--- config.mk ---
export PLATFORM = sky130hd
export DESIGN_NAME = hv_output_supervisor
export DESIGN_NICKNAME = d
export VERILOG_FILES = /design/src/hdl/hvs_pkg.sv /design/src/hdl/hvs_cfg_regs.sv /design/src/hdl/hvs_tick_logic.sv /design/src/hdl/hv_output_supervisor.sv
export VERILOG_INCLUDE_DIRS = /design/src /design/src/hdl
export SDC_FILE = /design/constraint.sdc
export NUM_CORES = 1
export LEC_CHECK = 0
export BUFFER_PORTS_ARGS = -buffer_cell sky130_fd_sc_hd__buf_2
export CAP_MARGIN = 40
export CORE_MARGIN = 2
export CORE_UTILIZATION = 55
export DETAILED_ROUTE_END_ITERATION = 10
export PLACE_DENSITY = 0.81
export SLEW_MARGIN = 20
export SYNTH_ARGS = -nofsm -noshare
export SYNTH_HDL_FRONTEND = slang
export SYNTH_SLANG_ARGS = --single-unit
export TNS_END_PERCENT = 50
--- constraint.sdc ---
create_clock -name clk -period 13 [get_ports clk]
set_input_delay 1.3 -clock clk [delete_from_list [all_inputs] [get_ports clk]]
set_output_delay 1.3 -clock clk [all_outputs]
set_load 0.01 [all_outputs]
--- src/hdl/hv_output_supervisor_defines.svh ---
// Assertion macros shared by the supervisor RTL.
`ifndef HV_OUTPUT_SUPERVISOR_DEFINES_SVH
`define HV_OUTPUT_SUPERVISOR_DEFINES_SVH

// Same-cycle implication, checked on every clock edge out of reset
`define HVS_ASSERT_NOW(label, ante, cons) \
    label: assert property (@(posedge clk) disable iff (!rst_n) (ante) |-> (cons)) \
        else $error("hvs check failed");

// Next-cycle implication, checked on every clock edge out of reset
`define HVS_ASSERT_NEXT(label, ante, cons) \
    label: assert property (@(posedge clk) disable iff (!rst_n) (ante) |=> (cons)) \
        else $error("hvs check failed");

`endif

--- src/hdl/hvs_pkg.sv ---
`default_nettype none

package hvs_pkg;

    // Tick ages saturate at 2^17 - 1
    localparam int AGE_W = 17;
    localparam logic [AGE_W-1:0] AGE_MAX = {AGE_W{1'b1}};

    localparam int VOLT_W = 16;
    localparam int FRAC_W = 8;
    localparam int CFG_IDX_W = 3;
    localparam int CFG_DATA_W = 16;

    // Default timing parameters
    localparam int DEBOUNCE_MS_DEF = 50;
    localparam int MEAS_PERIOD_MS_DEF = 5;

    // Register indexes
    localparam logic [CFG_IDX_W-1:0] REG_MAX_VOLTAGE   = 3'd0;
    localparam logic [CFG_IDX_W-1:0] REG_MIN_VOLTAGE   = 3'd1;
    localparam logic [CFG_IDX_W-1:0] REG_STABLE_BAND   = 3'd2;
    localparam logic [CFG_IDX_W-1:0] REG_STABLE_TIME   = 3'd3;
    localparam logic [CFG_IDX_W-1:0] REG_CHANGE_COOL   = 3'd4;
    localparam logic [CFG_IDX_W-1:0] REG_LOW_FRACTION  = 3'd5;
    localparam logic [CFG_IDX_W-1:0] REG_LOW_MAX       = 3'd6;
    localparam logic [CFG_IDX_W-1:0] REG_LOW_CANCEL    = 3'd7;

    // Register reset values
    localparam logic [VOLT_W-1:0] STABLE_BAND_RST  = 16'd20;
    localparam logic [VOLT_W-1:0] STABLE_TIME_RST  = 16'd1000;
    localparam logic [VOLT_W-1:0] CHANGE_COOL_RST  = 16'd500;
    localparam logic [FRAC_W-1:0] LOW_FRACTION_RST = 8'd128;
    localparam logic [VOLT_W-1:0] LOW_MAX_RST      = 16'd10000;
    localparam logic [VOLT_W-1:0] LOW_CANCEL_RST   = 16'd1000;

    typedef struct packed {
        logic [VOLT_W-1:0] max_voltage;
        logic [VOLT_W-1:0] min_voltage;
        logic [VOLT_W-1:0] stable_band;
        logic [VOLT_W-1:0] stable_time_ms;
        logic [VOLT_W-1:0] change_cooldown_ms;
        logic [FRAC_W-1:0] low_fraction_q8;
        logic [VOLT_W-1:0] low_max_ms;
        logic [VOLT_W-1:0] low_cancel_ms;
    } cfg_t;

    typedef struct packed {
        logic              switch_level;
        logic [VOLT_W-1:0] target_request;
        logic [VOLT_W-1:0] measured_volts;
    } item_t;

    typedef struct packed {
        logic              enable_state;
        logic [VOLT_W-1:0] setpoint_volts;
        logic [VOLT_W-1:0] applied_target;
        logic              measure_tick;
        logic              stable_flag;
        logic              drop_event;
        logic              drop_latched;
        logic              shutdown_event;
        logic [AGE_W-1:0]  low_duration_ms;
    } result_t;

    // Saturating age increment
    function automatic logic [AGE_W-1:0] age_inc(input logic [AGE_W-1:0] a);
        age_inc = (a == AGE_MAX) ? AGE_MAX : a + 1'b1;
    endfunction

endpackage

`default_nettype wire

--- src/hdl/hvs_cfg_regs.sv ---
`default_nettype none

module hvs_cfg_regs (
    input  wire logic                           clk,
    input  wire logic                           rst_n,
    input  wire logic                           cfg_we,
    input  wire logic [hvs_pkg::CFG_IDX_W-1:0]  cfg_index,
    input  wire logic [hvs_pkg::CFG_DATA_W-1:0] cfg_data,
    output hvs_pkg::cfg_t                       cfg
);
    import hvs_pkg::*;

    cfg_t cfg_reg;

    // Register file with reset values
    always_ff @(posedge clk or negedge rst_n)
    begin
        if (!rst_n)
        begin
            cfg_reg.max_voltage        <= '0;
            cfg_reg.min_voltage        <= '0;
            cfg_reg.stable_band        <= STABLE_BAND_RST;
            cfg_reg.stable_time_ms     <= STABLE_TIME_RST;
            cfg_reg.change_cooldown_ms <= CHANGE_COOL_RST;
            cfg_reg.low_fraction_q8    <= LOW_FRACTION_RST;
            cfg_reg.low_max_ms         <= LOW_MAX_RST;
            cfg_reg.low_cancel_ms      <= LOW_CANCEL_RST;
        end
        else if (cfg_we)
        begin
            case (cfg_index)
                REG_MAX_VOLTAGE:  cfg_reg.max_voltage        <= cfg_data;
                REG_MIN_VOLTAGE:  cfg_reg.min_voltage        <= cfg_data;
                REG_STABLE_BAND:  cfg_reg.stable_band        <= cfg_data;
                REG_STABLE_TIME:  cfg_reg.stable_time_ms     <= cfg_data;
                REG_CHANGE_COOL:  cfg_reg.change_cooldown_ms <= cfg_data;
                REG_LOW_FRACTION: cfg_reg.low_fraction_q8    <= cfg_data[FRAC_W-1:0];
                REG_LOW_MAX:      cfg_reg.low_max_ms         <= cfg_data;
                REG_LOW_CANCEL:   cfg_reg.low_cancel_ms      <= cfg_data;
                default:          cfg_reg.max_voltage        <= cfg_reg.max_voltage;
            endcase
        end
    end

    assign cfg = cfg_reg;

endmodule

`default_nettype wire

--- src/hdl/hvs_tick_logic.sv ---
`default_nettype none

module hvs_tick_logic #(
    parameter int DEBOUNCE_MS    = hvs_pkg::DEBOUNCE_MS_DEF,
    parameter int MEAS_PERIOD_MS = hvs_pkg::MEAS_PERIOD_MS_DEF
) (
    input  wire logic            clk,
    input  wire logic            rst_n,
    input  wire hvs_pkg::cfg_t   cfg,
    input  wire hvs_pkg::item_t  item_in,
    input  wire logic            advance,
    output hvs_pkg::result_t     res_next
);
    import hvs_pkg::*;

    localparam logic [AGE_W-1:0] DEB_LIMIT  = AGE_W'(DEBOUNCE_MS);
    localparam logic [AGE_W-1:0] MEAS_LIMIT = AGE_W'(MEAS_PERIOD_MS);

    // Supervisor state
    logic              enable_reg, enable_next;
    logic              deb_run_reg, deb_run_next;
    logic [AGE_W-1:0]  deb_age_reg, deb_age_next;
    logic [VOLT_W-1:0] target_reg, target_next;
    logic [AGE_W-1:0]  meas_age_reg, meas_age_next;
    logic [AGE_W-1:0]  off_age_reg, off_age_next;
    logic [AGE_W-1:0]  since_age_reg, since_age_next;
    logic              stable_reg, stable_next;
    logic              drop_reg, drop_next;
    logic [VOLT_W-1:0] prev_volts_reg, prev_volts_next;
    logic              prev_valid_reg, prev_valid_next;
    logic              low_run_reg, low_run_next;
    logic [AGE_W-1:0]  low_age_reg, low_age_next;
    logic              ok_run_reg, ok_run_next;
    logic [AGE_W-1:0]  ok_age_reg, ok_age_next;
    logic [AGE_W-1:0]  low_dur_reg, low_dur_next;

    // One tick of the supervisor
    always_comb
    begin
        logic [VOLT_W-1:0] clamped;
        logic [VOLT_W-1:0] setpoint;
        logic [VOLT_W-1:0] diff;
        logic [VOLT_W:0]   meas_plus_band;
        logic [23:0]       meas_scaled;
        logic [23:0]       sp_scaled;
        logic              mtick;
        logic              drop_ev;
        logic              shut_ev;

        // ages advance
        deb_age_next   = age_inc(deb_age_reg);
        meas_age_next  = age_inc(meas_age_reg);
        off_age_next   = age_inc(off_age_reg);
        since_age_next = age_inc(since_age_reg);
        low_age_next   = age_inc(low_age_reg);
        ok_age_next    = age_inc(ok_age_reg);

        enable_next     = enable_reg;
        deb_run_next    = deb_run_reg;
        target_next     = target_reg;
        stable_next     = stable_reg;
        drop_next       = drop_reg;
        prev_volts_next = prev_volts_reg;
        prev_valid_next = prev_valid_reg;
        low_run_next    = low_run_reg;
        ok_run_next     = ok_run_reg;
        low_dur_next    = low_dur_reg;
        mtick           = 1'b0;
        drop_ev         = 1'b0;
        shut_ev         = 1'b0;

        // clamp and apply the requested target
        clamped = (item_in.target_request > cfg.max_voltage) ?
                  cfg.max_voltage : item_in.target_request;
        if (clamped != '0 && clamped < cfg.min_voltage)
        begin
            clamped = '0;
        end
        if (clamped != target_reg)
        begin
            target_next     = clamped;
            stable_next     = 1'b0;
            drop_next       = 1'b0;
            prev_valid_next = 1'b0;
            since_age_next  = '0;
            off_age_next    = '0;
        end

        // switch debounce
        if (item_in.switch_level != enable_reg)
        begin
            if (!deb_run_reg)
            begin
                deb_run_next = 1'b1;
                deb_age_next = '0;
            end
            else if (deb_age_next > DEB_LIMIT)
            begin
                enable_next  = item_in.switch_level;
                deb_run_next = 1'b0;
            end
        end
        else
        begin
            deb_run_next = 1'b0;
        end

        setpoint = enable_next ? target_next : '0;

        diff = (item_in.measured_volts > setpoint) ?
               item_in.measured_volts - setpoint : setpoint - item_in.measured_volts;
        meas_plus_band = {1'b0, item_in.measured_volts} + {1'b0, cfg.stable_band};
        meas_scaled    = {item_in.measured_volts, 8'd0};
        sp_scaled      = setpoint * cfg.low_fraction_q8;

        // measurement evaluation
        if (meas_age_next >= MEAS_LIMIT)
        begin
            meas_age_next = '0;
            mtick         = 1'b1;

            if (diff > cfg.stable_band)
            begin
                if (stable_next && item_in.measured_volts < setpoint && enable_next)
                begin
                    drop_next = 1'b1;
                    drop_ev   = 1'b1;
                end
                off_age_next = '0;
            end

            stable_next = (setpoint != '0) &&
                          (off_age_next > {1'b0, cfg.stable_time_ms});

            // drop during the rise
            if (!stable_next && !drop_next &&
                since_age_next > {1'b0, cfg.change_cooldown_ms})
            begin
                if ({1'b0, setpoint} > meas_plus_band && prev_valid_next &&
                    {1'b0, prev_volts_reg} > meas_plus_band)
                begin
                    drop_next = 1'b1;
                    drop_ev   = 1'b1;
                end
                prev_volts_next = item_in.measured_volts;
                prev_valid_next = 1'b1;
            end

            // long short-circuit protection
            if (meas_scaled < sp_scaled)
            begin
                ok_run_next = 1'b0;
                if (!low_run_reg)
                begin
                    low_run_next = 1'b1;
                    low_age_next = '0;
                    low_dur_next = '0;
                end
                else
                begin
                    low_dur_next = low_age_next;
                    if (low_age_next > {1'b0, cfg.low_max_ms})
                    begin
                        low_run_next = 1'b0;
                        shut_ev      = 1'b1;
                        if (target_next != '0)
                        begin
                            target_next     = '0;
                            stable_next     = 1'b0;
                            drop_next       = 1'b0;
                            prev_valid_next = 1'b0;
                            since_age_next  = '0;
                            off_age_next    = '0;
                        end
                    end
                end
            end
            else
            begin
                if (!ok_run_reg)
                begin
                    ok_run_next = 1'b1;
                    ok_age_next = '0;
                end
                if (ok_age_next > {1'b0, cfg.low_cancel_ms})
                begin
                    low_run_next = 1'b0;
                    low_dur_next = '0;
                end
            end
        end

        res_next.enable_state    = enable_next;
        res_next.setpoint_volts  = setpoint;
        res_next.applied_target  = target_next;
        res_next.measure_tick    = mtick;
        res_next.stable_flag     = stable_next;
        res_next.drop_event      = drop_ev;
        res_next.drop_latched    = drop_next;
        res_next.shutdown_event  = shut_ev;
        res_next.low_duration_ms = low_dur_next;
    end

    // State update, once per processed word
    always_ff @(posedge clk or negedge rst_n)
    begin
        if (!rst_n)
        begin
            enable_reg     <= 1'b0;
            deb_run_reg    <= 1'b0;
            deb_age_reg    <= '0;
            target_reg     <= '0;
            meas_age_reg   <= '0;
            off_age_reg    <= '0;
            since_age_reg  <= '0;
            stable_reg     <= 1'b0;
            drop_reg       <= 1'b0;
            prev_volts_reg <= '0;
            prev_valid_reg <= 1'b0;
            low_run_reg    <= 1'b0;
            low_age_reg    <= '0;
            ok_run_reg     <= 1'b0;
            ok_age_reg     <= '0;
            low_dur_reg    <= '0;
        end
        else if (advance)
        begin
            enable_reg     <= enable_next;
            deb_run_reg    <= deb_run_next;
            deb_age_reg    <= deb_age_next;
            target_reg     <= target_next;
            meas_age_reg   <= meas_age_next;
            off_age_reg    <= off_age_next;
            since_age_reg  <= since_age_next;
            stable_reg     <= stable_next;
            drop_reg       <= drop_next;
            prev_volts_reg <= prev_volts_next;
            prev_valid_reg <= prev_valid_next;
            low_run_reg    <= low_run_next;
            low_age_reg    <= low_age_next;
            ok_run_reg     <= ok_run_next;
            ok_age_reg     <= ok_age_next;
            low_dur_reg    <= low_dur_next;
        end
    end

endmodule

`default_nettype wire

--- src/hdl/hv_output_supervisor.sv ---
// Path: a word accepted into the input register is evaluated there and its
// result is registered in the result register when the word advances.
// Throughput: one word per cycle while result_stall is low; the input
// and result registers let the input take a word while a result waits.
// Reset: rst_n clears all state, empties both registers and loads the
// configuration registers with their defaults.
`default_nettype none

`include "hv_output_supervisor_defines.svh"

module hv_output_supervisor #(
    parameter int DEBOUNCE_MS    = hvs_pkg::DEBOUNCE_MS_DEF,
    parameter int MEAS_PERIOD_MS = hvs_pkg::MEAS_PERIOD_MS_DEF
) (
    input  wire logic                           clk,
    input  wire logic                           rst_n,
    input  wire logic                           cfg_we,
    input  wire logic [hvs_pkg::CFG_IDX_W-1:0]  cfg_index,
    input  wire logic [hvs_pkg::CFG_DATA_W-1:0] cfg_data,
    input  wire logic                           item_valid,
    output logic                                item_stall,
    input  wire hvs_pkg::item_t                 item,
    output logic                                result_valid,
    input  wire logic                           result_stall,
    output hvs_pkg::result_t                    result
);
    import hvs_pkg::*;

    cfg_t    cfg;
    item_t   in_reg;
    logic    in_valid_reg, in_valid_next;
    result_t res_reg;
    result_t res_next;
    logic    res_valid_reg, res_valid_next;
    logic    advance;
    logic    accept;

    hvs_cfg_regs u_cfg (
        .clk       (clk),
        .rst_n     (rst_n),
        .cfg_we    (cfg_we),
        .cfg_index (cfg_index),
        .cfg_data  (cfg_data),
        .cfg       (cfg)
    );

    hvs_tick_logic #(
        .DEBOUNCE_MS    (DEBOUNCE_MS),
        .MEAS_PERIOD_MS (MEAS_PERIOD_MS)
    ) u_tick (
        .clk      (clk),
        .rst_n    (rst_n),
        .cfg      (cfg),
        .item_in  (in_reg),
        .advance  (advance),
        .res_next (res_next)
    );

    // Handshake: move the held word whenever the result slot frees up
    assign advance    = in_valid_reg && (!res_valid_reg || !result_stall);
    assign item_stall = in_valid_reg && !advance;
    assign accept     = item_valid && !item_stall;

    always_comb
    begin
        in_valid_next = in_valid_reg;
        if (accept)
        begin
            in_valid_next = 1'b1;
        end
        else if (advance)
        begin
            in_valid_next = 1'b0;
        end

        res_valid_next = res_valid_reg;
        if (advance)
        begin
            res_valid_next = 1'b1;
        end
        else if (res_valid_reg && !result_stall)
        begin
            res_valid_next = 1'b0;
        end
    end

    // Valid flags
    always_ff @(posedge clk or negedge rst_n)
    begin
        if (!rst_n)
        begin
            in_valid_reg  <= 1'b0;
            res_valid_reg <= 1'b0;
        end
        else
        begin
            in_valid_reg  <= in_valid_next;
            res_valid_reg <= res_valid_next;
        end
    end

    // Payload registers
    always_ff @(posedge clk)
    begin
        if (accept)
        begin
            in_reg <= item;
        end
        if (advance)
        begin
            res_reg <= res_next;
        end
    end

    assign result_valid = res_valid_reg;
    assign result       = res_reg;

    `HVS_ASSERT_NEXT(a_advance_fills, advance, result_valid)
    `HVS_ASSERT_NOW(a_stall_needs_word, item_stall, in_valid_reg && res_valid_reg)
    `HVS_ASSERT_NOW(a_shutdown_zeroes, result_valid && result.shutdown_event, result.measure_tick && (result.applied_target == '0))
    // a trip in the same tick clears the drop latch along with the target
    `HVS_ASSERT_NOW(a_drop_on_meas, result_valid && result.drop_event, result.measure_tick && (result.drop_latched || result.shutdown_event))

endmodule

`default_nettype wire
After elaboration in Yosys (flattened, before gate mapping)

Cells that the tools add are included.

Add/sub/neg operators: 9
Multipliers: 1
Order comparisons: 14
Equality and inequality tests: 15
Multiplexer cells: 89
Reduce and logical (&&, ||, !) cells: 38

Operators with widths:

| kind                    | number |
|---|---|
| $mux W17                | 34 |
| $mux W16                | 10 |
| $add A17 B1 Y17 const B | 6 |
| $eq A17 B17 Y1 const B  | 6 |
| $gt A17 B16 Y1          | 4 |
| $gt A16 B16 Y1          | 3 |
| $reduce_bool A16 Y1     | 3 |
| $mux W1                 | 45 |
| $gt A16 B17 Y1          | 2 |
| $lt A16 B16 Y1          | 2 |
| $sub A16 B16 Y16        | 2 |
| $lt A24 B24 Y1          | 1 |
| $mul A16 B8 Y24         | 1 |
| $reduce_and A2 Y1       | 9 |
| $add A16 B16 Y17        | 1 |
| $ge A17 B3 Y1 const B   | 1 |
| $gt A17 B6 Y1 const B   | 1 |
| $ne A16 B16 Y1          | 1 |
| $eq A3 B3 Y1 const B    | 4 |
| $logic_and A1 B1 Y1     | 12 |
| $reduce_and A3 Y1       | 3 |
| $eq A3 B2 Y1 const B    | 2 |
| $logic_not A1 Y1        | 6 |
| $reduce_bool A2 Y1      | 3 |
| 4 further kinds         | 4 |

Flip-flop bits (word level): 368
Input bits: 57
Output and inout bits: 57
Logic and storage cells: 204

Depth between registers and ports, before layout

Word-level depth: 24
Gate-level depth with buffers: 66
Mapped depth without buffers: 56

Hierarchy

Synthesis repeated with hierarchy kept, for this count alone.

Cell total of the unflattened synthesis: 2,704
Area total of the unflattened synthesis: 27,163.6 um2

By module, submodules not included:

| module               | instances | cells an instance | area each (um2) | sequential area each (um2) |
|---|---|---|---|---|
| hvs_tick_logic       | 1         | 2,346             | 19,785.2        | 3,953.8 |
| hvs_cfg_regs         | 1         | 262               | 4,643.2         | 3,035.4 |
| hv_output_supervisor | 1         | 96                | 2,735.1         | 2,692.6 |

Worst setup path before layout

No wires, ideal clock.

Kind: register -> register
Start: reg u_cfg.cfg_reg (netlist bit u_cfg.cfg[105])
End: reg u_tick.prev_volts_reg[10]
Setup time: 125 ps
Arrival: 11,944 ps
Data required time: 12,875 ps
Setup slack: 931 ps
Stages on the path, launching flop included: 63
Path buffers: 11
Clock period less this slack: 12,069 ps
Cells stage by stage: dfrtp_1 > inv_1 > ha_1 > nor2b_1 > o211ai_1 > a21boi_2 > o31ai_1 > buf_2 > buf_2 > buf_1 > nor2_1 > a21oi_1 > inv_1 > ha_1 > o21ai_0 > a221o_1 > a2111oi_0 > a2111o_1 > [... 27 more ...] > clkbuf_1 > clkbuf_1 > nor2_1 > ha_1 > nor2b_1 > o21a_1 > o21a_1 > o21a_1 > o21a_1 > o211ai_1 > a21oi_1 > o211ai_1 > o31ai_2 > a21oi_2 > o211a_1 > buf_6 > buf_8 > mux2_4

RTL lines:

| what                 | line                  | RTL |
|---|---|---|
| start, declared      | hvs_cfg_regs.sv:13    | `cfg_t cfg_reg;` |
| end signal, assigned | hvs_tick_logic.sv:237 | `prev_volts_reg <= prev_volts_next;` |
| end, declared        | hvs_tick_logic.sv:29  | `logic [VOLT_W-1:0] prev_volts_reg, prev_volts_next;` |

==> flow_metrics.py <==
metrics = {
    "setup_path": {
        "crit_type": "flop to flop",
        "rr_endpoint": "u_tick.target_reg[1]$_DFFE_PN0P_",
        "arrival_ns": 12.90,
        "r2r_start": "in_reg[29]$_DFFE_PP_",
        "slowest_delay_ns": 0.55,
        "startpoint": "in_reg[29]$_DFFE_PP_",
        "endpoint_kind": "flop",
        "reg2reg_depth": 46,
        "rrSetupSlack_ns": 0.58,
        "crit_path_start_kind": "flop",
        "cp.required_ns": 13.47,
        "crit_slowest_cell": "fa_1",
        "cp_max_fo": 32,
    },
    "detailed_routing": {
        "drtIter0Drc": 1926,
        "route.detailed.drc": 0,
        "vias": 22300,
        "vias_per_cell": 6.14,
        "antenna_left": 0,
        "drt-pass1-iter-count": 5,
        "wirelength_um": 73900,
        "wl_per_cell_um": 20.3,
    },
    "global_routing": {
        "grt_pass1_vias": 22200,
        "grt_first_pass_wirelength_um": 118000,
        "grt_max_degree": 164,
        "grtUsageTotal_pct": 29.5,
        "gr-total-overflow": 0,
        "antenna_found_initial": 2,
    },
    "sta": {
        "max_freq_ghz": 0.0805,
        "tightest_slew_ns": 1.01,
        "finalCriticalPeriod_ns": 12.42,
        "fin_skew_ns": 0.0316,
        "relSlewSlack_pct": 32.9,
        "post-route-period-util_pct": 95.6,
        "hold-worst-slack_ns": 0.503,
        "finalHoldViolCount": 0,
        "slew_viol_final": 0,
        "setup_viol": 0,
    },
    "clocking": {
        "cts_hold_buf": 0,
        "cts_tree": "yes",
        "clock-sinks": 368,
        "cts_buffers": 43,
        "h-tree-depth": 2,
        "clk-insertion-delay-late_ns": 0.59,
        "clk_path_buf_depth": 3,
        "path_clk_slew_ns": 0.06,
        "cts_root_buf": "clkbuf_16",
    },
    "logic_synthesis": {
        "synth-async-reset-ratio_pct": 76.1,
        "netlist_instances": 2875,
        "yosysMostFrequentCell": "nand2_1",
        "synth_top_flop_cell": "dfrtp_1",
        "ys_seq_area_share_pct": 35.9,
        "yosys-top-cells-area": "dfrtp_1 24%, ha_1 12%, edfxtp_1 9.8%, fa_1 6.5%, nand2_1 4.4%",
        "syn_area_um2": 26900,
        "synth-edff-count": 88,
        "synth_common_cells": "314 x nand2_1, 293 x inv_1, 256 x ha_1, 254 x dfrtp_1, 203 x o21ai_0",
        "synth_fp_nets": 3275,
        "synthDistinctLibCells": 85,
        "yosysWarnings": 0,
        "syn_avg_cell_area_um2": 9.37,
        "ys_ff_latch": 368,
        "yosysTopAreaCell": "dfrtp_1",
        "synth_top_area_share_pct": 23.6,
    },
    "job": {
        "max_cap_violations": 0,
    },
    "placed_design": {
        "place_inst": 3546,
        "place_hpwl_um": 53800,
        "gp_congestion": 0.967,
        "portBuffers": 113,
    },
    "finish": {
        "largest_register_ffs": 120,
        "drive_gt1_share_pct": 13.1,
        "postLayoutCoreUtil_pct": 61.6,
        "regArea_um2": 9680,
        "fin_nets": 3375,
        "nFillCells": 3944,
        "final_cells": 3634,
        "multi_input_area_um2": 15800,
        "area_growth_pct": 11.2,
    },
    "floorplanning": {
        "io_pins": 114,
        "start_util_pct": 55.4,
        "dieArea_um2": 50800,
        "die_h_um": 225,
        "die_w_um": 225,
        "rows": 81,
        "core_um2": 48600,
    },
    "worst_hold_path": {
        "hp-class": "flop to flop",
        "worstHoldEndpoint": "u_tick.low_dur_reg[14]$_DFFE_PN0P_",
        "hp-start": "u_tick.low_dur_reg[14]$_DFFE_PN0P_",
        "hold_depth": 1,
    },
    "power": {
        "clkPwrFrac_pct": 30.8,
        "power.switching_uw": 1550,
        "sw_frac_of_total_pct": 36.2,
        "power_frac_comb_pct": 32.6,
        "leakage_uw": 0.0142,
        "p_int_uw": 2730,
        "ir_drop_mv": 0.106,
        "pwr-share-seq_pct": 36.6,
        "power.density_nw_per_um2": 143,
    },
    "status": {
        "outcome": "completed",
    },
}
-- metal layers --
metal / share of wire, % / vias up / GRT usage, %
met1: 41 / 10900 / 38.4
met4: 4.5 / 2 / 12.9
met2: 47 / 914 / 49.0
li1: - / 10200 / -
met3: 7.1 / 219 / 4.30
met5: 0.018 / - / 0
-- power groups by stage --
stage / Combinational [uW] / Clock, uW / Sequential, uW
after floorplan: 980 / 0 / 1480
after global placement: 1300 / 0 / 1570
after detailed placement: 1360 / 0 / 1580
after CTS: 1370 / 1330 / 1560
after global routing: 1550 / 1380 / 1580
final: 1400 / 1310 / 1570
-- cells in the final DEF, fill, tap and decap left out, types with 45 or more instances in the layout --
cell      synthesis  routed
ha_1            256     256
nor2_1          137     135
xnor2_1          72      72
edfxtp_1         88      88
o21ai_0         203     202
a21o_1           78      78
nand2b_1         45      45
dfrtp_1         254     254
buf_4             4      50
mux2_2           71      71
inv_1           293     293
and3_1           50      50
nand4_1          57      57
and2_1           78      77
a22o_1           49      49
buf_2            12     112
fa_1             87      87
nand3_1          54      54
a21oi_1         135     135
nand2_1         314     311
-- worst max path at each step --
stage                                            end  slack, ns  cells after the start
2_1_floorplan  u_tick.prev_volts_reg[10]$_DFFE_PN0P_       0.93                     62
3_3_place_gp       u_tick.target_reg[11]$_DFFE_PN0P_       0.43                     41
3_5_place_dp        u_tick.target_reg[1]$_DFFE_PN0P_      -0.03                     48
4_1_cts             u_tick.target_reg[1]$_DFFE_PN0P_       0.08                     48
5_1_grt             u_tick.target_reg[6]$_DFFE_PN0P_      -0.09                     47
6_report            u_tick.target_reg[1]$_DFFE_PN0P_       0.58                     46
-- metrics by stage --
stage / setup TNS, ns / setup WS, ns / instance area (um2) / total power (uW)
2_1_floorplan: 0 / 0.931 / 26900 / 2460
3_3_place_gp: 0 / 0.426 / 28300 / 2870
3_5_place_dp: -0.0798 / -0.0272 / 28300 / 2930
4_1_cts: 0 / 0.0825 / 29800 / 4250
5_1_grt: -1.98 / -0.0897 / 30000 / 4500
6_report: 0 / 0.578 / 30000 / 4280
-- what timing repair did --
action / in CTS / in global routing
resized for setup: 2 / 12
pin swaps: 0 / 1
setup endpoints to repair: 18 / 153
buffers inserted: 0 / 2
-- area by class of cell --
type / count / area share [%]
antenna: 3 / 0.0251
clock buffer: 47 / 3.75
clock inverter: 32 / 1.34
inverter: 295 / 3.70
multi-input combinational: 2095 / 52.6
sequential: 368 / 32.3
tap: 622 / 2.60
timing repair buffer: 172 / 3.68
-- critical path: cells and delay by family (launching register included) --
kind            cells  cell delay [ns]
compound gates     20             5.29
fa+ha+maj           8             3.24
simple gates       12             2.44
flops               1             0.47
buf+inv             4             0.38
mux                 1             0.34
xor+xnor            1             0.09
-- kinds of logic after synthesis --
kind of cell	after synthesis	synth area share (%)
multiplexers	98	4.12
XOR/XNOR	107	3.48
adder cells (fa/ha/maj)	343	18.4
AO/OA/AOI/OAI	683	16.3
AND/OR/NAND/NOR	864	15.9
flip-flops	368	35.9
buffers and inverters	412	5.92
No activity file was read; power rests on OpenSTA's default activity.
